===== src/ppe_pkg.sv =====
package ppe_pkg;

	// Element and arithmetic widths
	localparam int ElemBits = 32;
	localparam int ValW     = 32;
	localparam int FracBits = 16;
	localparam int OpdW     = ValW + 1;
	localparam int ProdW    = 2 * OpdW;
	localparam int SumW     = 64;
	localparam int StrW     = 16;
	localparam int KW       = StrW + 8;
	localparam int QW       = 32;
	localparam int HalfW    = SumW / 2;
	localparam int PartW    = HalfW + KW;
	localparam int NumW     = SumW + KW;
	localparam int RndW     = SumW - FracBits;
	localparam int AddW     = RndW + 2;

	// Operation codes
	localparam logic OP_ACCUM = 1'b0;
	localparam logic OP_APPLY = 1'b1;

	// Register indexes
	localparam logic CFG_EDIT_STRENGTH = 1'b0;
	localparam logic CFG_SIGNED_MODE   = 1'b1;

	typedef struct packed {
		logic                   operation;
		logic signed [ValW-1:0] state_value;
		logic signed [ValW-1:0] before_value;
		logic signed [ValW-1:0] after_value;
		logic                   end_of_head;
	} in_item_t;

	typedef struct packed {
		logic signed [ValW-1:0] new_state_value;
		logic                   last_out;
		logic                   head_skipped;
	} out_item_t;

	typedef struct packed {
		logic done;
		logic big;
	} div_stat_t;

	// Sign-extend the low ElemBits of a field to an operand
	function automatic logic signed [OpdW-1:0] elem_sext(input logic [ValW-1:0] x);
		return OpdW'(signed'(x[ElemBits-1:0]));
	endfunction

endpackage


===== src/ppe_mul.sv =====
module ppe_mul (
	input  logic                               clk,
	input  logic signed [ppe_pkg::OpdW-1:0]    a,
	input  logic signed [ppe_pkg::OpdW-1:0]    b,
	output logic signed [ppe_pkg::ProdW-1:0]   prod
);
	import ppe_pkg::*;

	// Register the shared product
	always_ff @(posedge clk) begin
		prod <= ProdW'(a) * ProdW'(b);
	end

endmodule


===== config.mk =====
export PLATFORM = sky130hd
export DESIGN_NAME = ppe_mul
export DESIGN_NICKNAME = d
export VERILOG_FILES = /design/src/ppe_pkg.sv /design/src/ppe_mul.sv
export SDC_FILE = /design/constraint.sdc
export NUM_CORES = 2
export LEC_CHECK = 0
export BUFFER_PORTS_ARGS = -buffer_cell sky130_fd_sc_hd__buf_2
export CORE_UTILIZATION = 67
export DETAILED_ROUTE_END_ITERATION = 8
export PLACE_DENSITY = 0.9
export SETUP_SLACK_MARGIN = 0.2
export SLEW_MARGIN = 40
export SYNTH_ARGS = -nofsm -noshare
export SYNTH_HDL_FRONTEND = slang
export SYNTH_SLANG_ARGS = --single-unit

===== constraint.sdc =====
create_clock -name clk -period 8.9 [get_ports clk]
set_input_delay 0 -clock clk [delete_from_list [all_inputs] [get_ports clk]]
set_output_delay 0 -clock clk [all_outputs]
set_load 0.01 [all_outputs]

Word level (Yosys, flattened, before mapping)
Index checks and enable logic that the tools add are counted.
- register bits after elaboration: 66
- input port bits: 67
- logic and storage cells: 2
- multipliers: 1
- operators with widths (cell ; count):
    multiplier 33 x 33 -> 66 bit ; 1

Longest topological paths before layout
- depth in word-level cells: 1
- mapped depth: 27
- mapped depth without buffers: 26

Worst setup path before layout
No wires, ideal clock.
- path type: input to register
- from: input a[32] in the netlist's numbering
- to: register prod[62] in the netlist's numbering
- setup time: 0.079 ns
- arrival time: 7.157 ns
- data required time: 8.821 ns
- setup slack: 1.664 ns
- cell stages on the path: 23
- buffers on the path: 2
- cell sequence: clkbuf_1 -> nand2_1 -> inv_1 -> fa_1 -> fa_1 -> fa_1 -> fa_1 -> fa_1 -> fa_1 -> fa_1 -> inv_1 -> fa_1 -> inv_1 -> ha_1 -> clkbuf_1 -> and3_1 -> nand3_1 -> nand2b_1 -> a2111oi_4 -> a211oi_4 -> a21o_2 -> a21o_1 -> a211oi_2
- cells in the longest elaborated chain, start to end: 1
- ends and longest elaborated chain (item ; line ; source):
    from (decl) ; ppe_mul.sv:3 ; input logic signed [ppe_pkg::OpdW-1:0] a,
    multiplier 33 x 33 -> 66 bit ; ppe_mul.sv:11 ; prod <= ProdW'(a) * ProdW'(b);
    to (signal assigned) ; ppe_mul.sv:11 ;
    to (decl) ; ppe_mul.sv:5 ; output logic signed [ppe_pkg::ProdW-1:0] prod
Every way passes these cells.

Worst setup path after layout
- from: input b[0] in the netlist's numbering
- to: register prod[62] in the netlist's numbering
- cells in the longest elaborated chain, start to end: 1
- ends and longest elaborated chain (item ; line ; source):
    from (decl) ; ppe_mul.sv:4 ; input logic signed [ppe_pkg::OpdW-1:0] b,
    multiplier 33 x 33 -> 66 bit ; ppe_mul.sv:11 ;
Every way passes these cells.

==> results.toml <==
[run_status]
status = "completed"

[logic_synthesis]
synth_seq_area_share_pct = 3.24
synth_top_cell_by_area = "fa_1"
ys_warn_count = 0
synth_area_per_cell_um2 = 9.39
synth_nets = 5767
syn-cell-area_um2 = 40700
synth_area_leaders = "fa_1 (56%), inv_1 (10%), and2_1 (8.6%), ha_1 (6.7%), nand2_1 (5.1%)"
synth.most_common_cell = "fa_1"
synthCells = 4338
synth_top_cell_area_share_pct = 56.3
synthArstFlopShare_pct = 0
ys.flop_type = "dfxtp_1"
synth_edf_count = 0
synthDistinctLibCells = 80
yosys-top-cells-count = "fa_1 (1,145), inv_1 (1,131), and2_1 (562), nand2_1 (551), ha_1 (217)"
ys_seq_elements = 66

[cells_and_area]
largest_reg_flops = 66
regMostFlops = "prod"
layout-drive-gt1-share_pct = 4.74
reg.largest.list = "prod x66"
final_net_count = 5707
area_growth_pct = 3.03

[clock_network]
cts_buffer_depth = 2
cts_repair_resize_count = 0
cts_tree = "done"
cts_root_buffer = "clkbuf_16"
cts.sink_count = 66
path_clk_slew_ps = 70
h-tree-depth = 3
cts_setup_buffers = 0
cts_buffers = 9

[timing]
max_freq_mhz = 121
rsz0062_at_grt = "false"
finalSetupTns_ps = 0
final-hold-violation-count = 0
finalCritPeriodShare_pct = 93.0
setup_violations = 0
slew_headroom_pct = 40.0
slew_violations = 0
worst-slew-pin-transition_ps = 900
fin_crit_ps = 8270

[critical_path]
worst_setup_path_start_kind = "input pin"
critical_path_arrival_ps = 8580
required_ps = 9210
crit_chain = "dlygate4sd3_1 -> buf_2 -> buf_4 -> nand2_1 -> inv_1 -> fa_1 -> fa_1 -> fa_1 -> inv_1 -> fa_1 -> fa_1 -> fa_1 -> fa_1 -> fa_1 -> inv_1 -> ha_1 -> and4_1 -> nand3_1 -> nand2b_1 -> a2111oi_4 -> a211oi_4 -> a21o_2 -> a21o_1 -> a211oi_2"
end_kind = "flop"
path_class = "in2reg"
critPathMaxStageDelay_ps = 980
path_max_fanout = 27
crit_top_cell = "fa_1"
critPathSlowestCell = "fa_1"

[floorplan]
die_area_um2 = 61800
start_util_pct = 67.6
num_rows = 90
die_w_um = 249
ios = 133
core_um2 = 60200
fp.dieH_um = 249

[grt]
grt_overflow = 0
grt_antenna_before_repair = 9
grt_start_max_net_pins = 34
met2_usage_pct = 62.1
grt_usage_pct = 38.8
grt_pass1_wl_um = 183000
grt_pass1_vias = 34400
grt_busiest_layer = "met2"
met3_usage_pct = 11.1
grt_use_met1_pct = 45.7

[detailed_routing]
drc = 0
num_vias = 30100
wl_per_cell_um = 22.2
first_iter_violations = 2889
viasPerCell = 5.95
first_pass_iters = 9
ant_nets = 0
drt_wl_total_um = 113000

[hold_path]
hold_path_depth = 3
hp-start = "a[0]"
whs_endpoint = "prod[0]$_DFF_P_"
hp-class = "in2reg"

[run]
maxCapViolations = 0

[place]
portBuffers = 132
gp_congestion = 0.952
place_hpwl_um = 88500
## through the flow
stage / hold WS, ps / setup WS [ps] / std cells / cell area (um^2) / utilization, %
global route: 374 / 281 / 5067 / 42000 / 69.7
finish: 367 / 627 / 5067 / 42000 / 69.7
CTS: 344 / 640 / 5065 / 42000 / 69.6
detailed placement: 338 / 776 / 5048 / 41700 / 69.1
global placement: 324 / 815 / 5048 / 41600 / 69.1
floorplan: 127 / 1660 / 4338 / 40700 / -
## cell families (layout without fill, tap and decap cells)
family          after synthesis  count (layout)  synth area share [%]
xor+xnor                     68              68                  1.46
other cells                   0               2                     0
simple gates               1271            1271                  15.8
flops                        66              66                  3.24
buf+inv                    1352            1297                  12.5
compound gates              219             219                  4.07
fa+ha+maj                  1362            1362                  62.9
## per-layer routing
layer,wire [um],part of all wire [%],vias to the layer above
li1,-,-,12200
met1,37000,33,15300
met2,54000,48,1968
met3,12500,11,654
met4,9060,8.0,8
met5,46,0.041,-
## worst max-delay path, delay by kind of cell
| family | cells | cell delay, ps |
|---|---|---|
| adder cells (fa/ha/maj) | 9 | 5120 |
| AO/OA/AOI/OAI | 5 | 1040 |
| AND/OR/NAND/NOR | 4 | 940 |
| buffers and inverters | 6 | 1440 |
## worst max-delay path by stage
stage / from / endpoint / depth (start not counted)
6_report: b[0] / prod[62]$_DFF_P_ / 24
5_1_grt: b[0] / prod[58]$_DFF_P_ / 24
4_1_cts: b[0] / prod[62]$_DFF_P_ / 24
3_5_place_dp: b[1] / prod[62]$_DFF_P_ / 21
3_3_place_gp: b[1] / prod[62]$_DFF_P_ / 21
2_1_floorplan: a[32] / prod[62]$_DFF_P_ / 23
## layout make-up
class                      instances  area (um^2)
clock buffer                       9          225
inverter                        1131         4250
multi-input combinational       2920        34300
tap                              782          978
timing repair buffer             150          806
antenna                            2         5.00
fill                            4141        18300
clock inverter                     7         70.1
sequential                        66         1320
## what timing repair did
item,in CTS,in global routing
endpoints found under the setup margin,0,0
hold buffers,1,0
endpoints found under the hold margin,1,0
## cells in the final DEF, fill, tap and decap left out, types with 3 or more instances in the layout
master and count:
o21bai_1 11, nor3_1 7, a21oi_1 57, nand2b_1 12, or2_2 3, and2_1 562, clkinvlp_4 4, a211o_1 6
o211ai_1 4, nor2_1 68, inv_1 1131, ha_1 217, a211oi_1 7, o31ai_4 3, fa_1 1144, nand2_1 551
a21oi_2 3, o21ai_1 6, and3_1 5, xor2_1 25, a31oi_1 8, a21o_1 36, nor2b_1 5, xnor2_1 43
a211oi_2 3, buf_4 20, clkbuf_16 9, o21ai_0 25, buf_2 129, dfxtp_1 66, nand4_1 11, o21a_1 6
and4_1 5, or3_1 3, nand3_1 25
Power is left out: the tool's default activity adds up to more than one toggle a clock period on the data nets, which glitch-free logic cannot reach.
