<file path="config.mk">
export PLATFORM = sky130hd
export DESIGN_NAME = ppe_div
export DESIGN_NICKNAME = d
export VERILOG_FILES = /design/src/ppe_pkg.sv /design/src/ppe_div.sv
export SDC_FILE = /design/constraint.sdc
export NUM_CORES = 1
export LEC_CHECK = 0
export BUFFER_PORTS_ARGS = -buffer_cell sky130_fd_sc_hd__buf_2
export CORE_MARGIN = 4
export CORE_UTILIZATION = 35
export DETAILED_ROUTE_END_ITERATION = 6
export PLACE_DENSITY = 0.49
export SETUP_SLACK_MARGIN = 0.3
export SYNTH_ARGS = -nofsm -noshare
export SYNTH_HDL_FRONTEND = slang
export SYNTH_SLANG_ARGS = --single-unit
</file>
<file path="constraint.sdc">
create_clock -name clk -period 3.7 [get_ports clk]
set_input_delay 0.74 -clock clk [delete_from_list [all_inputs] [get_ports clk]]
set_output_delay 0.74 -clock clk [all_outputs]
set_load 0.005 [all_outputs]
</file>
<file path="src/ppe_pkg.sv">
package ppe_pkg;

	// Element and arithmetic widths
	localparam int ElemBits = 32;
	localparam int ValW     = 32;
	localparam int FracBits = 16;
	localparam int OpdW     = ValW + 1;
	localparam int ProdW    = 2 * OpdW;
	localparam int SumW     = 64;
	localparam int StrW     = 16;
	localparam int KW       = StrW + 8;
	localparam int QW       = 32;
	localparam int HalfW    = SumW / 2;
	localparam int PartW    = HalfW + KW;
	localparam int NumW     = SumW + KW;
	localparam int RndW     = SumW - FracBits;
	localparam int AddW     = RndW + 2;

	// Operation codes
	localparam logic OP_ACCUM = 1'b0;
	localparam logic OP_APPLY = 1'b1;

	// Register indexes
	localparam logic CFG_EDIT_STRENGTH = 1'b0;
	localparam logic CFG_SIGNED_MODE   = 1'b1;

	typedef struct packed {
		logic                   operation;
		logic signed [ValW-1:0] state_value;
		logic signed [ValW-1:0] before_value;
		logic signed [ValW-1:0] after_value;
		logic                   end_of_head;
	} in_item_t;

	typedef struct packed {
		logic signed [ValW-1:0] new_state_value;
		logic                   last_out;
		logic                   head_skipped;
	} out_item_t;

	typedef struct packed {
		logic done;
		logic big;
	} div_stat_t;

	// Sign-extend the low ElemBits of a field to an operand
	function automatic logic signed [OpdW-1:0] elem_sext(input logic [ValW-1:0] x);
		return OpdW'(signed'(x[ElemBits-1:0]));
	endfunction

endpackage

</file>
<file path="src/ppe_div.sv">
module ppe_div (
	input  logic                          clk,
	input  logic                          arst_n,
	input  logic                          start,
	input  logic [ppe_pkg::NumW-1:0]      num,
	input  logic [ppe_pkg::SumW-1:0]      den,
	output logic [ppe_pkg::QW-1:0]        quot,
	output ppe_pkg::div_stat_t            stat
);
	import ppe_pkg::*;

	localparam int CntW = $clog2(NumW);

	logic            busy_q;
	logic            done_q;
	logic            big_q;
	logic [CntW-1:0] cnt_q;
	logic [NumW-1:0] num_q;
	logic [SumW-1:0] den_q;
	logic [SumW-1:0] rem_q;
	logic [QW-1:0]   quot_q;

	logic [SumW:0]   shifted;
	logic [SumW:0]   diff;
	logic            ge;

	// One restoring step: shift in the next numerator bit, try the subtract
	always_comb begin
		shifted = {rem_q, num_q[NumW-1]};
		diff    = shifted - {1'b0, den_q};
		ge      = (shifted >= {1'b0, den_q});
	end

	always_ff @(posedge clk or negedge arst_n) begin
		if (!arst_n) begin
			busy_q <= 1'b0;
			done_q <= 1'b0;
			big_q  <= 1'b0;
			cnt_q  <= '0;
			num_q  <= '0;
			den_q  <= '0;
			rem_q  <= '0;
			quot_q <= '0;
		end else begin
			// flag the cycle after the last step
			done_q <= !start && busy_q && (cnt_q == '0);
			if (start) begin
				busy_q <= 1'b1;
				cnt_q  <= CntW'(NumW - 1);
				num_q  <= num;
				den_q  <= den;
				rem_q  <= '0;
				quot_q <= '0;
				big_q  <= 1'b0;
			end else if (busy_q) begin
				rem_q <= ge ? diff[SumW-1:0] : shifted[SumW-1:0];
				num_q <= num_q << 1;
				// freeze the quotient once it no longer fits
				if (!big_q) begin
					if (quot_q[QW-1]) begin
						big_q <= 1'b1;
					end else begin
						quot_q <= {quot_q[QW-2:0], ge};
					end
				end
				if (cnt_q == '0) begin
					busy_q <= 1'b0;
				end else begin
					cnt_q <= cnt_q - 1'b1;
				end
			end
		end
	end

	assign quot      = quot_q;
	assign stat.done = done_q;
	assign stat.big  = big_q;

endmodule
</file>
# [Yosys cells after proc, flatten, opt, wreduce, memory -nomap -nowiden]
# Cells that the tools add are included.
[word_totals] in_bits=155 regBits=258 wordCells=42 output_inout_bits=34
[classes] muxes=19 n_addsub=2 eq_ne=3 magnitude_cmp=1 n_reduce_logical=8
[op_table] op="two-way mux 64 bit" n=3
[op_table] op="two-way mux 88 bit" n=2
[op_table] op="two-way mux 32 bit" n=4
[op_table] op=">= comparator 65 x 64 -> 1 bit" n=1
[op_table] op="subtractor 64 bit" n=1
[op_table] op="two-way mux 7 bit" n=3
[op_table] op="zero test 7 bit" n=1
[op_table] op="two-way mux 1 bit" n=7
[op_table] op="subtractor 7 x 1 -> 7 bit, second input constant" n=1
[op_table] op="inequality test 2 bit, second input constant" n=3
[op_table] op="AND reduction 2 bit" n=2
[op_table] op="AND reduction 3 bit" n=1
[op_table] op="logical AND 1 bit" n=2
[op_table] op="nonzero test 2 bit" n=1
[op_table] op="zero test 1 bit" n=1

# [Longest topological paths before layout]
# Gate-level depths: netlist of the first run.
[depth] depth_word=5 mapped_depth=15 depth_no_buf=13

# [Worst setup path before layout of the first run]
# OpenSTA, ideal clock, no wires.
[synth_timing] kind="register to register" start="register num_q[87]" end="register rem_q[60]" path_slack_ps=486 setup_ps=86 t_required_ps=3614 path_stages_with_launch=14 path_buffers=0 period_less_slack_ps=3214 t_arrival_ps=3128 path_cell_list="dfrtp_1 -> inv_1 -> ha_1 -> fa_1 -> nand2b_1 -> a211oi_1 -> o31ai_1 -> a2111oi_0 -> o21ai_1 -> a21oi_1 -> a21oi_1 -> a21oi_1 -> mux2_2 -> nor3_1"
[synth_via] elab_chain_cells=4 elab_cells_between_ends=5 classes_between="add/sub (1); order compare (1); mux (3)"
[synth_lines] item="from (decl)" line_no="ppe_div.sv:18" text="logic [NumW-1:0] num_q;"
[synth_lines] item="from (signal assigned)" line_no="ppe_div.sv:50" text="num_q <= num;"
[synth_lines] item="from (signal assigned)" line_no="ppe_div.sv:57" text="num_q <= num_q << 1;"
[synth_lines] item="subtractor 64 bit / >= comparator 65 x 64 -> 1 bit (equally long branches)" line_no="ppe_div.sv:30, ppe_div.sv:31"
[synth_lines] item="two-way mux 64 bit (*)" line_no="ppe_div.sv:56" text="rem_q <= ge ? diff[SumW-1:0] : shifted[SumW-1:0];"
[synth_lines] item="two-way mux 64 bit (*)" line_no="ppe_div.sv:55" text="end else if (busy_q) begin"
[synth_lines] item="two-way mux 64 bit (*)" line_no="ppe_div.sv:47" text="if (start) begin"
[synth_lines] item="to (signal assigned)" line_no="ppe_div.sv:56"
[synth_lines] item="to (decl)" line_no="ppe_div.sv:20" text="logic [SumW-1:0] rem_q;"
# Every way passes the cells marked *; elsewhere a longest branch is shown, timed or not. The select of a mux whose other input is x is not followed.
# A chain may end at the register's enable or synchronous reset.

# [Worst setup path in the final report of the first run]
[layout_timing] start="register rem_q[0]" end="register rem_q[3]"
[layout_via] elab_chain_cells=4 elab_cells_between_ends=5 classes_between="add/sub (1); order compare (1); mux (3)"
[layout_lines] item="subtractor 64 bit / >= comparator 65 x 64 -> 1 bit (equally long branches)" line_no="ppe_div.sv:30, ppe_div.sv:31"
[layout_lines] item="two-way mux 64 bit (*)" line_no="ppe_div.sv:56"
[layout_lines] item="two-way mux 64 bit (*)" line_no="ppe_div.sv:55"
[layout_lines] item="two-way mux 64 bit (*)" line_no="ppe_div.sv:47"
# Marked as above.

==> results.tsv, run 1 <==
stage	metric	value	unit
status	outcome	finished, final reports clean	
grt	GR Overflow Total	0	
layout	Final #Nets	2095	
worst_setup_path	r2r startpoint	rem_q[0]	
floorplan	DIE WIDTH	216	um
yosys	synthesized area	0.0152	mm2
yosys	simple logic cell fraction of the synthesized area	0.141	
min_path	Hold Path Class	input port to asynchronous set/reset pin	
layout	most frequent cells in the layout	nand2_1 (270), dfrtp_1 (257), buf_2 (186)	
layout	Register Area	0.00646	mm2
floorplan	Die Height	216	um
place	Final Wtd Congestion	0.853	
layout	fillers	4407	
clock_network	Clock transition at path regs	0.06	ns
clock_network	CTS Hold Bufs	0	
drt	first drt pass iteration count	5	
drt	DRC errors left	0	
yosys	#FFs+latches synth	258	
grt	GR Util All Layers	0.171	
sta	final period utilization	0.906	
worst_setup_path	critical path class	flop to flop	
worst_setup_path	R2R depth	12	
sta	FMAX	298	MHz
yosys	largest family of logic cells by synthesized area	compound AO/OA/AOI/OAI gates	
yosys	async set or reset register ratio after synthesis	1.00	
pwr	switching share of power	0.386	
clock_network	clk_lat worst skew	0.60	ns
worst_setup_path	CP Cell Sequence	ha_4, nor2b_4, o31a_1, o211ai_1, a211o_1, a311o_1, a21oi_4, a41oi_4, buf_6, clkbuf_16, o311a_1, nor3_2	
sta	Sum Neg Setup Slack	0	ns
worst_setup_path	slowest CP cell	a311o_1	
layout	Area Overhead vs Synth	21.2	%
pwr	power per cell area	695	mW/mm2
yosys	synth warn	0	
pwr	Clk pwr share	0.239	
clock_network	htree depth	1	
pwr	internal power	0.00786	W
worst_setup_path	CP endpoint kind	flop	
drt	drt total wl	41900	um
floorplan	core footprint	0.0430	mm2
run	Max Cap Viol	0	
grt	largest net degree at the start of global routing	147	
clock_network	CTS tree	yes	
sta	RSZ-0062 raised after global routing	true	
yosys	mux cell area share after synthesis	0.0675	
clock_network	clock sink count	258	
pwr	Pleak	9.32	nW
sta	Post-Route Skew	0.0327	ns
sta	max-slew violations	0	
yosys	adder-cell share of the synthesized area	0.0557	
drt	ANT nets after route	0	
yosys	Synth Instances	1710	
drt	DR iter-0 viols	825	
layout	most common library cell in the layout ignoring fill and taps	nand2_1	
yosys	area leader, netlist	dfrtp_1	
sta	Final min period	3.35	ns
layout	# diodes	0	
pwr	Seq pwr share	0.275	
grt	global-route wire length before repair	67300	um
sta	slew margin rel.	0.264	
yosys	register area share after synthesis	0.425	
pwr	Worst IR Drop VDD	0.434	mV
layout	non-filler instance count after layout	2480	
worst_setup_path	worst endpoint required time	4.22	ns
yosys	synthesized net count	1932	
worst_setup_path	CP arrival	3.87	ns
place	PortBufs	188	
worst_setup_path	delay of the slowest cell on the worst path	0.44	ns
yosys	Compound-Gate Fraction of Synth Area	0.223	
grt	initial antenna violation count	5	
yosys	Avg Inst Size Synth	8.89	um2
worst_setup_path	worst path bufs/invs	2	
sta	Final Hold Viols	0	
yosys	Synth top area share	0.425	
drt	DR WL/cell	16.9	um
worst_setup_path	Setup crit start kind	flop	
floorplan	initial core utilization	0.354	
pwr	switching power	0.00494	W
sta	Worst Tran Pin Value	1.10	ns
yosys	Synth Flop Type	dfrtp_1	
sta	final setup vio count	0	
clock_network	TritonCTS Buffers	31	
floorplan	die footprint	0.0468	mm2
layout	share of cells above drive strength 1	0.190	
worst_setup_path	CP startpoint	rem_q[0]	
place	hpwl dp	28700	um
worst_setup_path	CP Depth	12	
yosys	fraction of synthesized cell area in xor and xnor cells	0.0329	
drt	Vias/cell	5.16	
grt	vias in the first global route	12800	
clock_network	Longest Clk Path Bufs	3	
place	# placed instances	2400	
yosys	top post-synthesis cells by area	dfrtp_1 (42%), nand2_1 (6.7%), mux2i_1 (6.5%), o21ai_0 (6.0%), ha_1 (5.4%)	
floorplan	I/O pin total	189	
clock_network	Clock Tree Root	clkbuf_16	
layout	area of the multi-input gates	0.00824	mm2
yosys	EDFF count, synth	0	
worst_setup_path	Critical Path Fanout Max	6	
yosys	post-synth cell types	73	
pwr	Comb pwr share	0.486	
worst_setup_path	Largest delay share family, worst path	compound AO/OA/AOI/OAI gates	
floorplan	# rows	76	
drt	Via Count	12800	
-- path summary, 6_finish.rpt --
| kind | end | slack [ns] |
|---|---|---|
| max in group asynchronous | num_q[70] | 2.63 |
| setup / recovery | rem_q[3] | 0.35 |
| hold / removal | den_q[14] | 0.14 |
| setup reg to reg | rem_q[3] | 0.35 |
| hold reg to reg | cnt_q[6] | 0.52 |
| min in group clk | den_q[45] | 0.35 |
-- state kept, by name, indices dropped and copies added, names as in the netlist --
register  flops
num_q        88
cnt_q         7
rem_q        64
quot         32
big_q         1
den_q        64
busy_q        1
done_q        1
-- cell families (layout without fill, tap and decap cells) --
kind of cell | Yosys count | count (layout)
fa+ha+maj | 67 | 67
buf+inv | 205 | 390
compound gates | 522 | 522
simple gates | 499 | 499
mux | 102 | 102
xor+xnor | 57 | 57
flops | 258 | 258
-- power by group through the flow --
stage	clock network (W)	registers, W	logic (W)
after floorplan	0	0.00346	0.00389
after global placement	0	0.00353	0.00518
after detailed placement	0	0.00354	0.00519
after CTS	0.00318	0.00349	0.00550
after global routing	0.00329	0.00357	0.00685
final	0.00306	0.00351	0.00622
-- timing repair --
action,4_1_cts,5_1_grt
endpoints found under the setup margin,23,63
resized for setup,7,64
pin swaps,4,37
gates cloned,2,3
setup buffers,2,18
-- synth_stat cells (all sizes together) (3+ instances only) --
| cell type | instances |
|---|---|
| a2111oi | 4 |
| a211o | 3 |
| a211oi | 31 |
| a21boi | 8 |
| a21o | 34 |
| a21oi | 98 |
| a221oi | 3 |
| a22o | 31 |
| a311oi | 22 |
| a31oi | 11 |
| a41oi | 6 |
| and2 | 7 |
| and3 | 6 |
| and4 | 4 |
| buf | 24 |
| clkbuf | 93 |
| dfrtp | 258 |
| ha | 66 |
| inv | 88 |
| mux2 | 4 |
| mux2i | 98 |
| nand2 | 270 |
| nand2b | 6 |
| nand3 | 13 |
| nand3b | 5 |
| nand4 | 29 |
| nor2 | 121 |
| nor3 | 17 |
| nor3b | 3 |
| nor4 | 5 |
| o211a | 12 |
| o211ai | 19 |
| o21a | 16 |
| o21ai | 185 |
| o21bai | 14 |
| o31ai | 6 |
| or3 | 7 |
| xnor2 | 37 |
| xor2 | 20 |
-- layer usage --
metal / part of all wire / global-route usage
met1: 0.48 / 0.245
met2: 0.45 / 0.275
met3: 0.047 / 0.0328
met4: 0.020 / 0.0322
met5: 0.0016 / 0
-- layout make-up --
| cell class | count | area share |
|---|---|---|
| Multi-Input combinational cell | 1247 | 0.447 |
| Timing Repair Buffer | 247 | 0.0885 |
| Tap cell | 585 | 0.0397 |
| Clock buffer | 48 | 0.0499 |
| Clock inverter | 7 | 0.00578 |
| Inverter | 88 | 0.0179 |
| Sequential cell | 258 | 0.351 |
-- through the flow --
stage | total power [W] | utilization | cell area (um2) | hold slack [ns] | setup slack (ns)
CTS | 0.0122 | 0.416 | 17900 | 0.148 | 0.302
global route | 0.0137 | 0.428 | 18400 | 0.181 | 0.181
global placement | 0.00871 | 0.390 | 16800 | 0.491 | 0.153
detailed placement | 0.00873 | 0.390 | 16800 | 0.502 | 0.116
floorplan | 0.00735 | - | 15200 | 0.444 | 0.486
finish | 0.0128 | 0.428 | 18400 | 0.139 | 0.346
No activity file was read; power rests on OpenSTA's default activity.
==> run 2: changes to the inputs <==
CELL_PAD_IN_SITES_DETAIL_PLACEMENT = 1   (was unset)
CELL_PAD_IN_SITES_GLOBAL_PLACEMENT = 2   (was unset)
PLACE_DENSITY = 0.74   (was 0.49)
==> results.tsv, run 2 (same netlist as run 1, synthesis figures left out) <==
stage	metric	value	unit
sta	Final Hold Viols	0	
place	PortBufs	188	
worst_setup_path	CP startpoint	rem_q[0]	
floorplan	initial core utilization	0.354	
clock_network	htree depth	1	
clock_network	Longest Clk Path Bufs	3	
worst_setup_path	setup slack, reg-to-reg	0.39	ns
layout	biggest regs	num_q x88, den_q x64, rem_q x64	
sta	final hold slack	0.0531	ns
floorplan	Die Height	216	um
place	Final Wtd Congestion	0.830	
grt	GR Util All Layers	0.189	
sta	RSZ-0062 raised after global routing	true	
worst_setup_path	CP endpoint kind	flop	
floorplan	# rows	76	
worst_setup_path	R2R depth	13	
clock_network	clock sink count	258	
grt	vias in the first global route	13600	
drt	Vias/cell	5.22	
sta	slew margin rel.	0.541	
layout	max reg flops	88	
floorplan	I/O pin total	189	
layout	most frequent cells in the layout	nand2_1 (266), dfrtp_1 (256), buf_2 (186)	
worst_setup_path	CP Cell Sequence	ha_4, nor2b_4, o31a_1, o211ai_1, a211o_1, a311o_1, a21oi_4, a41oi_4, buf_6, buf_4, nor4b_2, mux2_2, nor3_1	
min_path	Hold Path Class	input port to asynchronous set/reset pin	
layout	Final Core Density	0.430	
worst_setup_path	RR Endpoint	rem_q[60]	
drt	DR iter-0 viols	546	
layout	most common library cell in the layout ignoring fill and taps	nand2_1	
grt	met1 GRT Util	0.263	
grt	largest net degree at the start of global routing	111	
sta	max-slew violations	0	
grt	GR Overflow Total	0	
drt	drt total wl	45400	um
grt	gr busiest metal	met2	
pwr	power per cell area	693	mW/mm2
drt	DRC errors left	0	
pwr	Pleak	9.33	nW
worst_setup_path	slowest CP cell	dfrtp_2	
worst_setup_path	worst path bufs/invs	2	
layout	Largest Register	num_q	
layout	fillers	5022	
sta	FMAX	302	MHz
grt	initial antenna violation count	14	
layout	Final #Nets	2102	
sta	final period utilization	0.895	
worst_setup_path	r2r startpoint	rem_q[0]	
clock_network	Clock transition at path regs	0.07	ns
drt	ANT nets after route	0	
drt	first drt pass iteration count	4	
worst_setup_path	critical path class	flop to flop	
grt	global-route wire length before repair	73700	um
layout	share of cells above drive strength 1	0.199	
sta	Worst Tran Pin Value	0.688	ns
clock_network	CTS tree	yes	
grt	met3 global-route usage	0.0380	
floorplan	die footprint	0.0468	mm2
layout	Area Overhead vs Synth	21.6	%
grt	met2 Track Usage GR	0.309	
drt	DR WL/cell	18.2	um
worst_setup_path	worst endpoint required time	4.16	ns
clock_network	TritonCTS Buffers	31	
clock_network	clk_lat worst skew	0.59	ns
place	hpwl dp	32000	um
drt	Via Count	13000	
worst_setup_path	Critical Path Fanout Max	5	
sta	Sum Neg Setup Slack	0	ns
worst_setup_path	Largest delay share family, worst path	compound AO/OA/AOI/OAI gates	
run	Max Cap Viol	0	
clock_network	Clock Tree Root	clkbuf_16	
pwr	Worst IR Drop VDD	0.427	mV
status	outcome	finished, final reports clean	
sta	final setup vio count	0	
worst_setup_path	delay of the slowest cell on the worst path	0.44	ns
sta	Post-Route Skew	0.0186	ns
floorplan	core footprint	0.0430	mm2
worst_setup_path	Setup crit start kind	flop	
sta	Final min period	3.31	ns
worst_setup_path	CP arrival	3.78	ns
floorplan	DIE WIDTH	216	um
## run 2: changes by cell type in the layout (fill, tap and decap cells not counted), sizes merged
cell,previous run,this run
clkbuf,51,48
bufinv,2,1
buf,243,250
inv,89,90
clkinvlp,1,2
clkinv,3,6
diode,0,3
## run 2: per-stage QoR
stage | setup WS (ns) | power [W] | cells | cell area [um2]
final | 0.387 | 0.0128 | 2491 | 18500
after CTS | 0.301 | 0.0122 | 2466 | 17900
after global routing | 0.161 | 0.0138 | 2491 | 18500
after detailed placement | 0.129 | 0.00887 | 2404 | 16800
after floorplan | 0.486 | 0.00735 | 1710 | 15200
after global placement | 0.222 | 0.00879 | 2404 | 16800
## run 2: how the worst max path moves through the flow
stage	end	cells after the start
after global routing	rem_q[60]	13
after detailed placement	rem_q[7]	13
final	rem_q[60]	13
after floorplan	rem_q[60]	13
after CTS	rem_q[57]	13
after global placement	rem_q[25]	12
## run 2: area by class of cell
class	instances	area [um2]	area share
Antenna cell	3	7.51	0.000406
Clock buffer	45	888	0.0481
Clock inverter	11	108	0.00582
Inverter	88	330	0.0179
Multi-Input combinational cell	1247	8300	0.449
Sequential cell	258	6460	0.350
Tap cell	585	732	0.0396
Timing Repair Buffer	254	1650	0.0893
## run 2: metal layers
metal | part of all wire | vias up
li1 | - | 6385
met1 | 0.47 | 6313
met2 | 0.46 | 206
met3 | 0.049 | 67
met4 | 0.017 | 20
met5 | 0.0027 | -
## run 2: timing repair
action                                  4_1_cts  5_1_grt
buffers inserted                              5       19
gates cloned                                  1        3
endpoints found under the setup margin       40       64
gates resized for setup                       9       72
pin swaps                                     4       31
hold buffers                                  0        0
## run 2: power by group
group	leakage [nW]	internal [W]	switching [W]
registers	3.27	0.00322	0.000298
clock network	0.487	0.00174	0.00126
logic	5.58	0.00278	0.00350
total	9.33	0.00774	0.00506
